<file path="src/sv/assert_macros.svh">
// Assertion helpers for the RTL files.
`ifndef ASSERT_MACROS_SVH
`define ASSERT_MACROS_SVH

// Property checked on every rising clock edge outside reset.
`define MRBP_ASSERT(lbl, prop, msg) \
  lbl: assert property (@(posedge clk) disable iff (!rst_n) (prop)) \
    else $error(msg);

// Condition that must never be seen outside reset.
`define MRBP_NEVER(lbl, cond, msg) \
  lbl: assert property (@(posedge clk) disable iff (!rst_n) !(cond)) \
    else $error(msg);

`endif

</file>
<file path="src/sv/mrbp_pkg.sv">
package mrbp_pkg;

  // Defaults for the top-level parameters
  localparam int MAX_CHANNELS_DEF = 16;
  localparam int SAMPLE_BITS_DEF  = 16;
  localparam int COEF_BITS_DEF    = 16;

  // Fixed field widths
  localparam int CH_CFG_W  = 5;
  localparam int CH_OUT_W  = 4;
  localparam int STATUS_W  = 2;
  localparam int CFG_IDX_W = 2;

  // Register reset values
  localparam int CH_CFG_RESET = 1;
  localparam int COEF_RESET   = 32768;

  // Register indexes
  localparam logic [CFG_IDX_W-1:0] REG_CHANNELS = 2'd0;
  localparam logic [CFG_IDX_W-1:0] REG_HP_COEF  = 2'd1;
  localparam logic [CFG_IDX_W-1:0] REG_LP_COEF  = 2'd2;

  // Result status codes
  localparam logic [STATUS_W-1:0] STATUS_OK       = 2'd0;
  localparam logic [STATUS_W-1:0] STATUS_HP_SAT   = 2'd1;
  localparam logic [STATUS_W-1:0] STATUS_LP_RANGE = 2'd2;

  // Sequencer states
  typedef enum logic [2:0] {
    ST_IDLE,
    ST_HP_MUL,
    ST_HP_CLAMP,
    ST_LP_MUL,
    ST_LP_DONE
  } state_t;

endpackage

</file>
<file path="src/sv/mrbp_ram.sv">
module mrbp_ram #(
  parameter int WIDTH = 8,
  parameter int DEPTH = 16,
  localparam int ADDR_W = (DEPTH > 1) ? $clog2(DEPTH) : 1
) (
  input  logic              clk,
  input  logic              wr_en,
  input  logic [ADDR_W-1:0] wr_addr,
  input  logic [WIDTH-1:0]  wr_data,
  input  logic              rd_en,
  input  logic [ADDR_W-1:0] rd_addr,
  output logic [WIDTH-1:0]  rd_data
);

  logic [WIDTH-1:0] mem [DEPTH];
  logic [WIDTH-1:0] rd_data_r;

  // One write port, one registered read port
  always_ff @(posedge clk) begin
    if (wr_en) begin
      mem[wr_addr] <= wr_data;
    end
    if (rd_en) begin
      rd_data_r <= mem[rd_addr];
    end
  end

  assign rd_data = rd_data_r;

endmodule

</file>
<file path="src/sv/multichannel_rc_band_pass.sv">
// An input word runs through HP_MUL, HP_CLAMP, LP_MUL and LP_DONE; the result is
// registered in LP_DONE once the output can move, and only then is a new word taken,
// as the shared coefficient multiplier and the channel state read-modify-write need.
// Reset (rst_n low, synchronous) sets the registers to 1 channel and alphas of
// one half, restarts the channel counter and marks every channel unprimed.
`include "assert_macros.svh"

module multichannel_rc_band_pass #(
  parameter int MAX_CHANNELS = mrbp_pkg::MAX_CHANNELS_DEF,
  parameter int SAMPLE_BITS  = mrbp_pkg::SAMPLE_BITS_DEF,
  parameter int COEF_BITS    = mrbp_pkg::COEF_BITS_DEF,
  localparam int IN_W  = ((SAMPLE_BITS + 7) / 8) * 8,
  localparam int OUT_W = ((SAMPLE_BITS + 7) / 8) * 8,
  localparam int CFG_W = (COEF_BITS > mrbp_pkg::CH_CFG_W) ? COEF_BITS : mrbp_pkg::CH_CFG_W
) (
  input  logic                           clk,
  input  logic                           rst_n,
  // input stream
  input  logic                           in_tvalid,
  output logic                           in_tready,
  input  logic [IN_W-1:0]                in_tdata,   // [SAMPLE_BITS-1:0] sample
  input  logic [1:0]                     in_tuser,   // [0] buffer_start, [1] clear_state
  // result stream
  output logic                           out_tvalid,
  input  logic                           out_tready,
  output logic [OUT_W-1:0]               out_tdata,  // [SAMPLE_BITS-1:0] filtered
  output logic [mrbp_pkg::CH_OUT_W+mrbp_pkg::STATUS_W-1:0] out_tuser, // [3:0] channel, [5:4] status
  // register writes
  input  logic                           cfg_valid,
  output logic                           cfg_ready,
  input  logic [mrbp_pkg::CFG_IDX_W-1:0] cfg_index,
  input  logic [CFG_W-1:0]               cfg_data
);

  import mrbp_pkg::*;

  localparam int CH_W  = (MAX_CHANNELS > 1) ? $clog2(MAX_CHANNELS) : 1;
  localparam int CNT_W = $clog2(MAX_CHANNELS + 1);
  localparam int CMP_W = (CNT_W > CH_CFG_W) ? CNT_W : CH_CFG_W;
  localparam int HP_W  = SAMPLE_BITS + 2;
  localparam int D_W   = SAMPLE_BITS + 3;
  localparam int P_W   = D_W + COEF_BITS + 1;
  localparam int R_W   = P_W - COEF_BITS;
  localparam int LP_W  = SAMPLE_BITS + 5;
  localparam int ST_W  = 3 * SAMPLE_BITS + 2;

  localparam logic [P_W-1:0] RND_HALF =
    {{(P_W - COEF_BITS){1'b0}}, 1'b1, {(COEF_BITS - 1){1'b0}}};
  localparam logic signed [R_W-1:0] HP_MAX = {3'b000, {(SAMPLE_BITS + 1){1'b1}}};
  localparam logic signed [R_W-1:0] HP_MIN = {3'b111, {(SAMPLE_BITS + 1){1'b0}}};
  localparam logic signed [LP_W-1:0] FS_POS =
    {{(LP_W - SAMPLE_BITS){1'b0}}, 1'b1, {(SAMPLE_BITS - 1){1'b0}}};
  localparam logic signed [LP_W-1:0] FS_NEG = -FS_POS;

  // Configuration registers
  logic [CH_CFG_W-1:0]  chans_r;
  logic [COEF_BITS-1:0] hp_coef_r;
  logic [COEF_BITS-1:0] lp_coef_r;

  // Control
  state_t                state_r, state_nxt;
  logic [CH_W-1:0]       cnt_r, cnt_nxt;
  logic [MAX_CHANNELS-1:0] primed_r, primed_nxt;
  logic                  out_tvalid_r, out_tvalid_nxt;
  logic                  fwd_hit_r;

  // Payload
  logic signed [SAMPLE_BITS-1:0] x_r;
  logic [CH_W-1:0]               ch_r;
  logic [ST_W-1:0]               st_r;
  logic                          prim_r;
  logic signed [P_W-1:0]         prod_r;
  logic signed [HP_W-1:0]        hp_r;
  logic                          sat_r;
  logic [ST_W-1:0]               fwd_data_r;
  logic [SAMPLE_BITS-1:0]        out_filt_r;
  logic [CH_OUT_W-1:0]           out_ch_r;
  logic [STATUS_W-1:0]           out_status_r;

  // Datapath nets
  logic                          in_acc;
  logic                          out_go;
  logic [CMP_W-1:0]              chans_ext, count_eff, inc;
  logic [CH_W-1:0]               base, ch_sel;
  logic [ST_W-1:0]               rd_data, st_sel;
  logic signed [SAMPLE_BITS-1:0] li_sel, llp_r;
  logic signed [HP_W-1:0]        lhp_sel;
  logic signed [D_W-1:0]         diff1, diff2, mul_a;
  logic signed [COEF_BITS:0]     mul_b;
  logic signed [P_W-1:0]         prod_nxt, rnd_sum;
  logic signed [R_W-1:0]         rnd_q;
  logic signed [LP_W-1:0]        lp, lp_out;
  logic                          lp_err;
  logic                          wr_en;
  logic [ST_W-1:0]               wr_data;
  logic [SAMPLE_BITS-1:0]        filt;
  logic [STATUS_W-1:0]           status;

  // Registers change only with no sample in flight and none being offered
  assign cfg_ready = (state_r == ST_IDLE) && !in_tvalid;
  assign in_acc    = in_tvalid && in_tready;
  assign out_go    = !out_tvalid_r || out_tready;

  // Register writes, indexes beyond the list are dropped
  always_ff @(posedge clk) begin
    if (!rst_n) begin
      chans_r   <= CH_CFG_W'(CH_CFG_RESET);
      hp_coef_r <= COEF_BITS'(COEF_RESET);
      lp_coef_r <= COEF_BITS'(COEF_RESET);
    end else if (cfg_valid && cfg_ready) begin
      case (cfg_index)
        REG_CHANNELS: chans_r   <= cfg_data[CH_CFG_W-1:0];
        REG_HP_COEF:  hp_coef_r <= cfg_data[COEF_BITS-1:0];
        REG_LP_COEF:  lp_coef_r <= cfg_data[COEF_BITS-1:0];
        default: ;
      endcase
    end
  end

  // Channel count: zero acts as one, clipped to the channel storage
  always_comb begin
    chans_ext = CMP_W'(chans_r);
    if (chans_ext == '0) begin
      count_eff = CMP_W'(1);
    end else if (chans_ext > CMP_W'(MAX_CHANNELS)) begin
      count_eff = CMP_W'(MAX_CHANNELS);
    end else begin
      count_eff = chans_ext;
    end
  end

  // Channel of the incoming word and the counter after it
  always_comb begin
    base = in_tuser[0] ? '0 : cnt_r;
    ch_sel = (CMP_W'(base) >= count_eff) ? '0 : base;
    inc = CMP_W'(ch_sel) + CMP_W'(1);
    cnt_nxt = (inc >= count_eff) ? '0 : CH_W'(inc);
  end

  // Channel state: {last_low_pass, last_high_pass, last_input}
  mrbp_ram #(
    .WIDTH (ST_W),
    .DEPTH (MAX_CHANNELS)
  ) u_state_ram (
    .clk     (clk),
    .wr_en   (wr_en),
    .wr_addr (ch_r),
    .wr_data (wr_data),
    .rd_en   (in_acc),
    .rd_addr (ch_sel),
    .rd_data (rd_data)
  );

  // Read data, or the word written back as this one was read
  assign st_sel  = fwd_hit_r ? fwd_data_r : rd_data;
  assign li_sel  = st_sel[SAMPLE_BITS-1:0];
  assign lhp_sel = st_sel[2*SAMPLE_BITS+1:SAMPLE_BITS];
  assign llp_r   = st_r[3*SAMPLE_BITS+1:2*SAMPLE_BITS+2];

  // Differences feeding the shared multiplier
  assign diff1 = D_W'(lhp_sel) + D_W'(x_r) - D_W'(li_sel);
  assign diff2 = D_W'(hp_r) - D_W'(llp_r);

  always_comb begin
    if (state_r == ST_HP_MUL) begin
      mul_a = diff1;
      mul_b = signed'({1'b0, hp_coef_r});
    end else begin
      mul_a = diff2;
      mul_b = signed'({1'b0, lp_coef_r});
    end
    prod_nxt = P_W'(mul_a) * P_W'(mul_b);
  end

  // Round half up and drop the coefficient fraction
  assign rnd_sum = prod_r + signed'(RND_HALF);
  assign rnd_q   = rnd_sum[P_W-1:COEF_BITS];

  // Low-pass sum and range check
  always_comb begin
    lp     = LP_W'(llp_r) + LP_W'(rnd_q);
    lp_err = (lp < FS_NEG) || (lp > FS_POS);
    lp_out = (lp == FS_POS) ? (FS_POS - LP_W'(1)) : lp;
  end

  // Result and write-back word
  always_comb begin
    if (!prim_r) begin
      filt    = '0;
      status  = STATUS_OK;
      wr_data = {{(2 * SAMPLE_BITS + 2){1'b0}}, x_r};
    end else if (lp_err) begin
      filt    = '0;
      status  = STATUS_LP_RANGE;
      wr_data = st_r;
    end else begin
      filt    = lp_out[SAMPLE_BITS-1:0];
      status  = sat_r ? STATUS_HP_SAT : STATUS_OK;
      wr_data = {lp_out[SAMPLE_BITS-1:0], hp_r, x_r};
    end
  end

  // Sequencer: next state, handshake and write enable
  always_comb begin
    state_nxt      = state_r;
    in_tready      = 1'b0;
    wr_en          = 1'b0;
    out_tvalid_nxt = out_tvalid_r && !out_tready;
    case (state_r)
      ST_IDLE: begin
        in_tready = 1'b1;
        if (in_tvalid) begin
          state_nxt = ST_HP_MUL;
        end
      end
      ST_HP_MUL: begin
        state_nxt = ST_HP_CLAMP;
      end
      ST_HP_CLAMP: begin
        state_nxt = ST_LP_MUL;
      end
      ST_LP_MUL: begin
        state_nxt = ST_LP_DONE;
      end
      ST_LP_DONE: begin
        if (out_go) begin
          in_tready      = 1'b1;
          wr_en          = !prim_r || !lp_err;
          out_tvalid_nxt = 1'b1;
          state_nxt      = in_tvalid ? ST_HP_MUL : ST_IDLE;
        end
      end
      default: begin
        state_nxt = ST_IDLE;
      end
    endcase
  end

  // Primed flags: set on write-back, cleared by a clearing buffer start
  always_comb begin
    primed_nxt = primed_r;
    if (wr_en) begin
      primed_nxt[ch_r] = 1'b1;
    end
    if (in_acc && in_tuser[0] && in_tuser[1]) begin
      primed_nxt = '0;
    end
  end

  // Control registers
  always_ff @(posedge clk) begin
    if (!rst_n) begin
      state_r      <= ST_IDLE;
      cnt_r        <= '0;
      primed_r     <= '0;
      out_tvalid_r <= 1'b0;
      fwd_hit_r    <= 1'b0;
    end else begin
      state_r      <= state_nxt;
      primed_r     <= primed_nxt;
      out_tvalid_r <= out_tvalid_nxt;
      fwd_hit_r    <= in_acc && wr_en && (ch_sel == ch_r);
      if (in_acc) begin
        cnt_r <= cnt_nxt;
      end
    end
  end

  // Payload registers
  always_ff @(posedge clk) begin
    if (in_acc) begin
      x_r        <= in_tdata[SAMPLE_BITS-1:0];
      ch_r       <= ch_sel;
      fwd_data_r <= wr_data;
    end
    case (state_r)
      ST_HP_MUL: begin
        st_r   <= st_sel;
        prim_r <= primed_r[ch_r];
        prod_r <= prod_nxt;
      end
      ST_HP_CLAMP: begin
        if (rnd_q > HP_MAX) begin
          hp_r  <= HP_MAX[HP_W-1:0];
          sat_r <= 1'b1;
        end else if (rnd_q < HP_MIN) begin
          hp_r  <= HP_MIN[HP_W-1:0];
          sat_r <= 1'b1;
        end else begin
          hp_r  <= rnd_q[HP_W-1:0];
          sat_r <= 1'b0;
        end
      end
      ST_LP_MUL: begin
        prod_r <= prod_nxt;
      end
      ST_LP_DONE: begin
        if (out_go) begin
          out_filt_r   <= filt;
          out_ch_r     <= CH_OUT_W'(ch_r);
          out_status_r <= status;
        end
      end
      default: ;
    endcase
  end

  assign out_tvalid = out_tvalid_r;
  assign out_tdata  = OUT_W'(out_filt_r);
  assign out_tuser  = {out_status_r, out_ch_r};

  // Checks
  `MRBP_ASSERT(a_acc_state, in_acc |-> (state_r == ST_IDLE || state_r == ST_LP_DONE),
    "word taken while a sample is in flight")
  `MRBP_ASSERT(a_fwd_slot, fwd_hit_r |-> (state_r == ST_HP_MUL),
    "forwarded state word outside the read slot")
  `MRBP_ASSERT(a_wr_slot, wr_en |-> (state_r == ST_LP_DONE && out_go),
    "state write outside the write-back slot")
  `MRBP_ASSERT(a_err_zero, (out_tvalid_r && out_status_r == STATUS_LP_RANGE)
    |-> (out_filt_r == '0), "range error with non-zero output")
  `MRBP_NEVER(a_ch_range, (state_r != ST_IDLE) && (CMP_W'(ch_r) >= count_eff),
    "channel beyond the channel count")

endmodule
</file>
<file path="config.mk">
export PLATFORM = sky130hd
export DESIGN_NAME = multichannel_rc_band_pass
export DESIGN_NICKNAME = d
export VERILOG_FILES = /design/src/sv/mrbp_pkg.sv /design/src/sv/mrbp_ram.sv /design/src/sv/multichannel_rc_band_pass.sv
export VERILOG_INCLUDE_DIRS = /design/src /design/src/sv
export SDC_FILE = /design/constraint.sdc
export NUM_CORES = 2
export LEC_CHECK = 0
export ABC_AREA = 0
export BUFFER_PORTS_ARGS = -buffer_cell sky130_fd_sc_hd__buf_2
export CORE_MARGIN = 5
export CORE_UTILIZATION = 28
export CTS_BUF_LIST = sky130_fd_sc_hd__clkbuf_8
export CTS_CLUSTER_SIZE = 28
export DETAILED_ROUTE_END_ITERATION = 10
export PLACE_DENSITY = 0.5
export SETUP_SLACK_MARGIN = 0.2
export SLEW_MARGIN = 0
export SYNTH_ARGS = -nofsm -noshare
export SYNTH_HDL_FRONTEND = slang
export SYNTH_SLANG_ARGS = --single-unit
</file>
<file path="constraint.sdc">
create_clock -name clk -period 12.3 [get_ports clk]
set_input_delay 0.615 -clock clk [delete_from_list [all_inputs] [get_ports clk]]
set_output_delay 0.615 -clock clk [all_outputs]
set_load 0.03 [all_outputs]
</file>
## After elaboration in Yosys (flattened, before gate mapping)

Memory sizes are Yosys's and may differ from the RTL's. A register that Yosys moved wholly into a read port is not among the register bits.
Cells that the tools add are included.

- Mux-type cells: 31
- Reductions and logical operators: 28
- Add/sub/neg operators: 6
- $lt $le $gt $ge: 9
- Bitwise operators: 3
- Equality and inequality tests: 10
- Multipliers: 1

Operators by type and width:

| operator | count |
|---|---|
| $mux 50 | 3 |
| $add 36x17->36 const B | 1 |
| $mul 19x17->36 | 1 |
| $mux 16 | 2 |
| $add 16x20->21 | 1 |
| $eq 21x17->1 const B | 1 |
| $gt 21x17->1 const B | 1 |
| $lt 21x16->1 const B | 1 |
| $gt 20x18->1 const B | 1 |
| $lt 20x18->1 const B | 1 |
| $add 18x16->19 | 1 |
| $mux 19 | 1 |
| $sub 18x16->19 | 1 |
| $sub 19x16->19 | 1 |
| $mux 18 | 1 |
| $or 16x16->16 | 1 |
| $pmux 3 s5 | 1 |
| $mux 1 | 12 |
| $mux 4 | 3 |
| $mux 5 | 2 |
| $reduce_and 2->1 | 5 |
| $logic_and 1x1->1 | 9 |
| $eq 3x2->1 const B | 2 |
| $mux 3 | 2 |
| 23 further kinds | 33 |

- RAM bits: 800
- Input port bits: 41
- Logic and storage cells: 109
- Output and inout bits: 25
- Register bits: 260
- Memories kept: 1

Memory list:

| name | depth | bits a word | rd ports | clocked after Yosys merged registers in | wr ports | line | text |
|---|---|---|---|---|---|---|---|
| u_state_ram.mem | 16 | 50 | 1 | 1 | 1 | mrbp_ram.sv:15 | `logic [WIDTH-1:0] mem [DEPTH];` |

## Longest topological paths before layout

- Depth in word-level cells: 10
- Depth in mapped cells: 40

## By module

From an unflattened synthesis, not the netlist that was laid out.

- Cells, all modules: 3888
- Area total of the unflattened synthesis: 56777.0 um2

Modules (own cells, without submodules):

| module | cells an instance | instances | area each (um2) |
|---|---|---|---|
| mrbp_ram | 1294 | 1 | 31411.4 |
| multichannel_rc_band_pass | 2594 | 1 | 25365.6 |

## Least setup slack after synthesis

OpenSTA, ideal clock, no wires.

- Path kind: flip-flop to flip-flop
- Start point: register state_r[2]
- End point: register prod_r[34] (data pin)
- Setup slack: 2216 ps
- Required time: 12042 ps
- Cell stages (with the launch flop): 31
- Buffers on the path: 4
- Arrival time: 9826 ps
- Cell sequence: dfxtp_1 clkbuf_1 nor2b_1 nand2b_1 inv_1 clkbuf_1 buf_1 clkbuf_1 nand2_1 nand2_1 nand2_1 fa_1 fa_1 fa_1 inv_1 fa_1 fa_1 inv_1 fa_1 inv_1 ha_1 nand2_1 a21o_1 o2bb2ai_1 a31oi_1 a21oi_1 o311a_1 nor3_1 a211o_1 a21oi_1 xnor2_1

- Longest elaborated chain between the ends: 3
- Elaborated cells between the ends (all ways): 4

Ends and longest elaborated chain:

| item | line | text |
|---|---|---|
| start: declaration | multichannel_rc_band_pass.sv:61 | `state_t state_r, state_nxt;` |
| start signal: assignment | multichannel_rc_band_pass.sv:259 | `state_r <= state_nxt;` |
| $eq 3x1->1 * | multichannel_rc_band_pass.sv:165 | `if (state_r == ST_HP_MUL) begin` |
| $mux 19 / $mux 16 (equally long branches) | multichannel_rc_band_pass.sv:165 |  |
| $mul 19x17->36 * | multichannel_rc_band_pass.sv:172 | `prod_nxt = P_W'(mul_a) * P_W'(mul_b);` |
| via prod_nxt[34] | multichannel_rc_band_pass.sv:90 | `logic signed [P_W-1:0] prod_nxt, rnd_sum;` |
| end signal: assignment | multichannel_rc_band_pass.sv:280 | `prod_r <= prod_nxt;` |
| end signal: assignment | multichannel_rc_band_pass.sv:295 | `prod_r <= prod_nxt;` |
| end: declaration | multichannel_rc_band_pass.sv:72 | `logic signed [P_W-1:0] prod_r;` |

Mark *: on every way through the listed nets, which the timed path passes. The rest lies on a longest branch.
A chain may end at the register's enable or synchronous reset.

## Worst setup path in the final report

- Start point: register fwd_hit_r
- End point: register prod_r[34] (data pin)

- Elaborated cells between the ends (all ways): 5

RTL lines:

| item | line | text |
|---|---|---|
| start: declaration | multichannel_rc_band_pass.sv:65 | `logic fwd_hit_r;` |
| start signal: assignment | multichannel_rc_band_pass.sv:262 | `fwd_hit_r <= in_acc && wr_en && (ch_sel == ch_r);` |
| $mux 50 | multichannel_rc_band_pass.sv:155 | `assign st_sel = fwd_hit_r ? fwd_data_r : rd_data;` |
| via st_sel[0] | multichannel_rc_band_pass.sv:85 | `logic [ST_W-1:0] rd_data, st_sel;` |
| $sub 19x16->19 | multichannel_rc_band_pass.sv:161 | `assign diff1 = D_W'(lhp_sel) + D_W'(x_r) - D_W'(li_sel);` |
| $mux 19 | multichannel_rc_band_pass.sv:165 |  |
| $mul 19x17->36 | multichannel_rc_band_pass.sv:172 |  |
| via prod_nxt[34] | multichannel_rc_band_pass.sv:90 |  |

The timed path passes the listed nets, and every way through them passes these cells.

==> results.yml <==
outcome:
  status: "finished clean"
critical_path:
  worstSetupEndpointType: "flip-flop"
  cp-start-kind: "flip-flop"
  regToRegSetupSlack_ns: 1.06
  path_common_cell: "fa_1"
  r2r-start: "fwd_hit_r"
  cpPeakStageDelay_ns: 0.65
  critPathKind: "flip-flop to flip-flop"
  critPathRequiredTime_ns: 12.94
  cpMaxStageDelayCell: "o31a_1"
  path_delay_family: "adder cells"
  worstPathMaxFanout: 21
  critPathArrivalTime_ns: 11.88
  rr_worst_depth: 35
  reg2reg_to: "prod_r[34]"
  critPathBufInv: 4
floorplanning:
  core_area_sq_um: 207000
  die-area_sq_um: 216000
  row_count: 167
  dieHeight_um: 465
  start_util_pct: 28.1
  ios: 66
  die_x_um: 465
placed_design:
  placed_cell_area_sq_um: 61800
  finalWeightedCongestion: 0.913
  dp_hpwl_um: 108000
  io_buffers: 65
routing:
  ant_nets: 0
  drt_iter0_markers: 3053
  first_pass_iters: 7
  vias_per_cell: 4.94
  drcViolationCount: 0
  wl_per_cell_um: 23.3
  wl_um: 173000
  vias: 36700
power_and_ir_drop:
  p_sw_share_pct: 31.5
  power_frac_clock_pct: 31.5
  p_switching_mw: 2.93
  intPower_mw: 6.37
  max-vdd-ir-drop_mv: 0.101
  powerDensity_nw_per_um2: 142
  p_leak_nw: 22.9
  power_frac_comb_pct: 21.6
  p_seq_share_pct: 46.9
grt:
  antenna_found_initial: 6
  grt_max_degree: 106
  overflow: 0
  grt_pass1_vias: 38000
  grt_pass1_wl_um: 256000
  grt_usage_pct: 15.7
timing:
  slew_headroom_pct: 6.71
  finalHoldViolations: 0
  setup_viol: 0
  fmax_mhz: 89.0
  fin_crit_ns: 11.24
  max_slew.worst_pin.slew_ns: 1.40
  tns_ns: 0
  fin_crit_sh_pct: 91.4
  skew_ns: 0.0547
  grt_setup_unrepaired: "no"
  drv_slew: 0
cells_and_area:
  drive_above_1_share_pct: 10.8
  areaGrowthSynthToFinish_pct: 12.5
  final_cell_mix: "edfxtp_1, inv_1, nand2_1, mux2i_1, fa_1"
  nFillCells: 20600
  final_area_sq_um: 65300
  finalNetCount: 5111
  final_common_cell: "edfxtp_1"
clock_tree:
  cts-htree-levels: 4
  cts-root-buf: "clkbuf_8"
  numClockSinks: 1095
  cts_tree: "yes"
  path_clk_slew_ns: 0.07
  cts_max_path_buffers: 3
  cts_buffers: 177
  clkLatencyLatePin_ns: 0.89
  cts_setup_buffers: 0
logic_synthesis:
  synth_nets: 4986
  synth_compound_area_share_pct: 10.7
  synthTopCellsByArea: "edfxtp_1, fa_1, mux2i_1, ha_1, inv_1"
  synth_warnings: 0
  muxShareOfSynthArea_pct: 6.82
  avgSynthCellArea_sq_um: 13.0
  yosys.area_share.adder_pct: 14.5
  yosys.area_share.simple_pct: 6.22
  synth_xor_area_share_pct: 1.45
  synth_top_cell_area_share_pct: 53.4
  synth_top_cell_by_area: "edfxtp_1"
  synth_seq_area_share_pct: 55.6
  ys_seq_elements: 1095
  syn_area_sq_um: 58000
  netlist_instances: 4466
  synth_edf_count: 1033
  synthArstFlopShare_pct: 0
  synth_cell_types: 88
  synth_top_family_by_area: "adder cells"
  synth-main-ff-cell: "edfxtp_1"
hold_path:
  holdCritStartpoint: "cfg_data[2]"
  holdPathStages: 3
  hold_path_end: "lp_coef_r[2]"
  hold_path.class: "primary input to flip-flop"
flow_run:
  maxCapViolCount: 0
==> power by group through the flow <==
| stage | clock network (mW) | registers (mW) | logic (mW) |
|---|---|---|---|
| after floorplan | 0 | 4.40 | 1.27 |
| after global placement | 0 | 4.44 | 1.97 |
| after detailed placement | 0 | 4.43 | 1.98 |
| after CTS | 3.01 | 4.36 | 2.01 |
| after global routing | 3.18 | 4.36 | 2.21 |
| final | 2.93 | 4.36 | 2.01 |
==> tightest hold or removal path, stage by stage <==
cell,delay (ns)
buf_2,0.19
nand2_1,0.08
a21boi_0,0.07
==> logic make-up (layout without fill, tap and decap cells) <==
family,Yosys count,in the layout
AOI/OAI and AO/OA,886,886
xor gates and xnor gates,96,96
adders and majority gates,482,482
buffers and inverters,725,981
DFF,1095,1095
muxes,380,380
other,0,1
and+or+nand+nor,802,802
==> worst max-delay path by stage <==
stage                from          to  slack, ns  depth (start not counted)
2_1_floorplan  state_r[2]  prod_r[34]       2.22                         30
3_3_place_gp    fwd_hit_r  prod_r[34]       0.98                         35
3_5_place_dp    fwd_hit_r  prod_r[34]       0.90                         34
4_1_cts         fwd_hit_r  prod_r[34]       0.84                         35
5_1_grt         fwd_hit_r  prod_r[35]       0.39                         35
6_report        fwd_hit_r  prod_r[34]       1.06                         35
==> routing by layer <==
metal,track usage (%),vias to the layer above,routed length [um]
met5,0,-,0
met2,25.9,1075,81900
met3,2.55,266,9280
met1,21.5,19000,77100
met4,4.49,0,4480
li1,-,16400,-
==> timing repair <==
action | in CTS | in global routing
setup endpoints to repair | 0 | 3
hold buffers | 29 | 0
gates resized for setup | 0 | 1
endpoints found under the hold margin | 39 | 0
==> stage by stage <==
step	total power [mW]	setup WS, ns	cells	hold slack (ns)	util, %
6_report	9.30	1.06	7427	0.170	31.6
5_1_grt	9.76	0.387	7427	0.0978	31.6
4_1_cts	9.38	0.843	7426	0.0667	31.6
3_5_place_dp	6.41	0.903	7087	0.437	29.9
3_3_place_gp	6.40	0.983	7087	0.435	29.9
2_1_floorplan	5.67	2.22	4466	0.420	-
==> layout make-up <==
cell class	instances	area, sq um	area share (%)
flip-flops and latches	1095	32300	49.4
multi-input cells	2646	23300	35.7
well taps	2704	3380	5.18
clock buffers	182	2500	3.84
inverters	486	1840	2.82
repair buffers	185	1340	2.05
clock inverters	128	671	1.03
diodes	1	2.50	0.00383
==> flip-flops by register name, summed over array words and instances (netlist names) <==
name	count
fwd_data_r	50
prod_r	21
hp_coef_r	16
prim_r	1
st_r	50
out_tvalid	1
u_state_ram.rd_data	50
u_state_ram.mem	800
state_r	3
out_tdata	16
ch_r	4
out_status_r	2
lp_coef_r	16
hp_r	18
sat_r	1
fwd_hit_r	1
x_r	16
out_ch_r	4
cnt_r	4
primed_r	16
chans_ext	5
==> cell usage after synthesis, types with 38 or more instances <==
master	n
o221ai_1	101
inv_1	484
xnor2_1	61
o21ai_0	167
clkbuf_1	198
nand3_1	54
edfxtp_1	1033
ha_1	160
a22o_1	64
a32o_1	50
a22oi_1	62
nor2_1	192
nand2_1	353
dfxtp_1	62
fa_1	319
and2_1	39
mux2_2	38
mux2i_1	324
a21oi_1	224
Power figures use the tool's default switching activity.
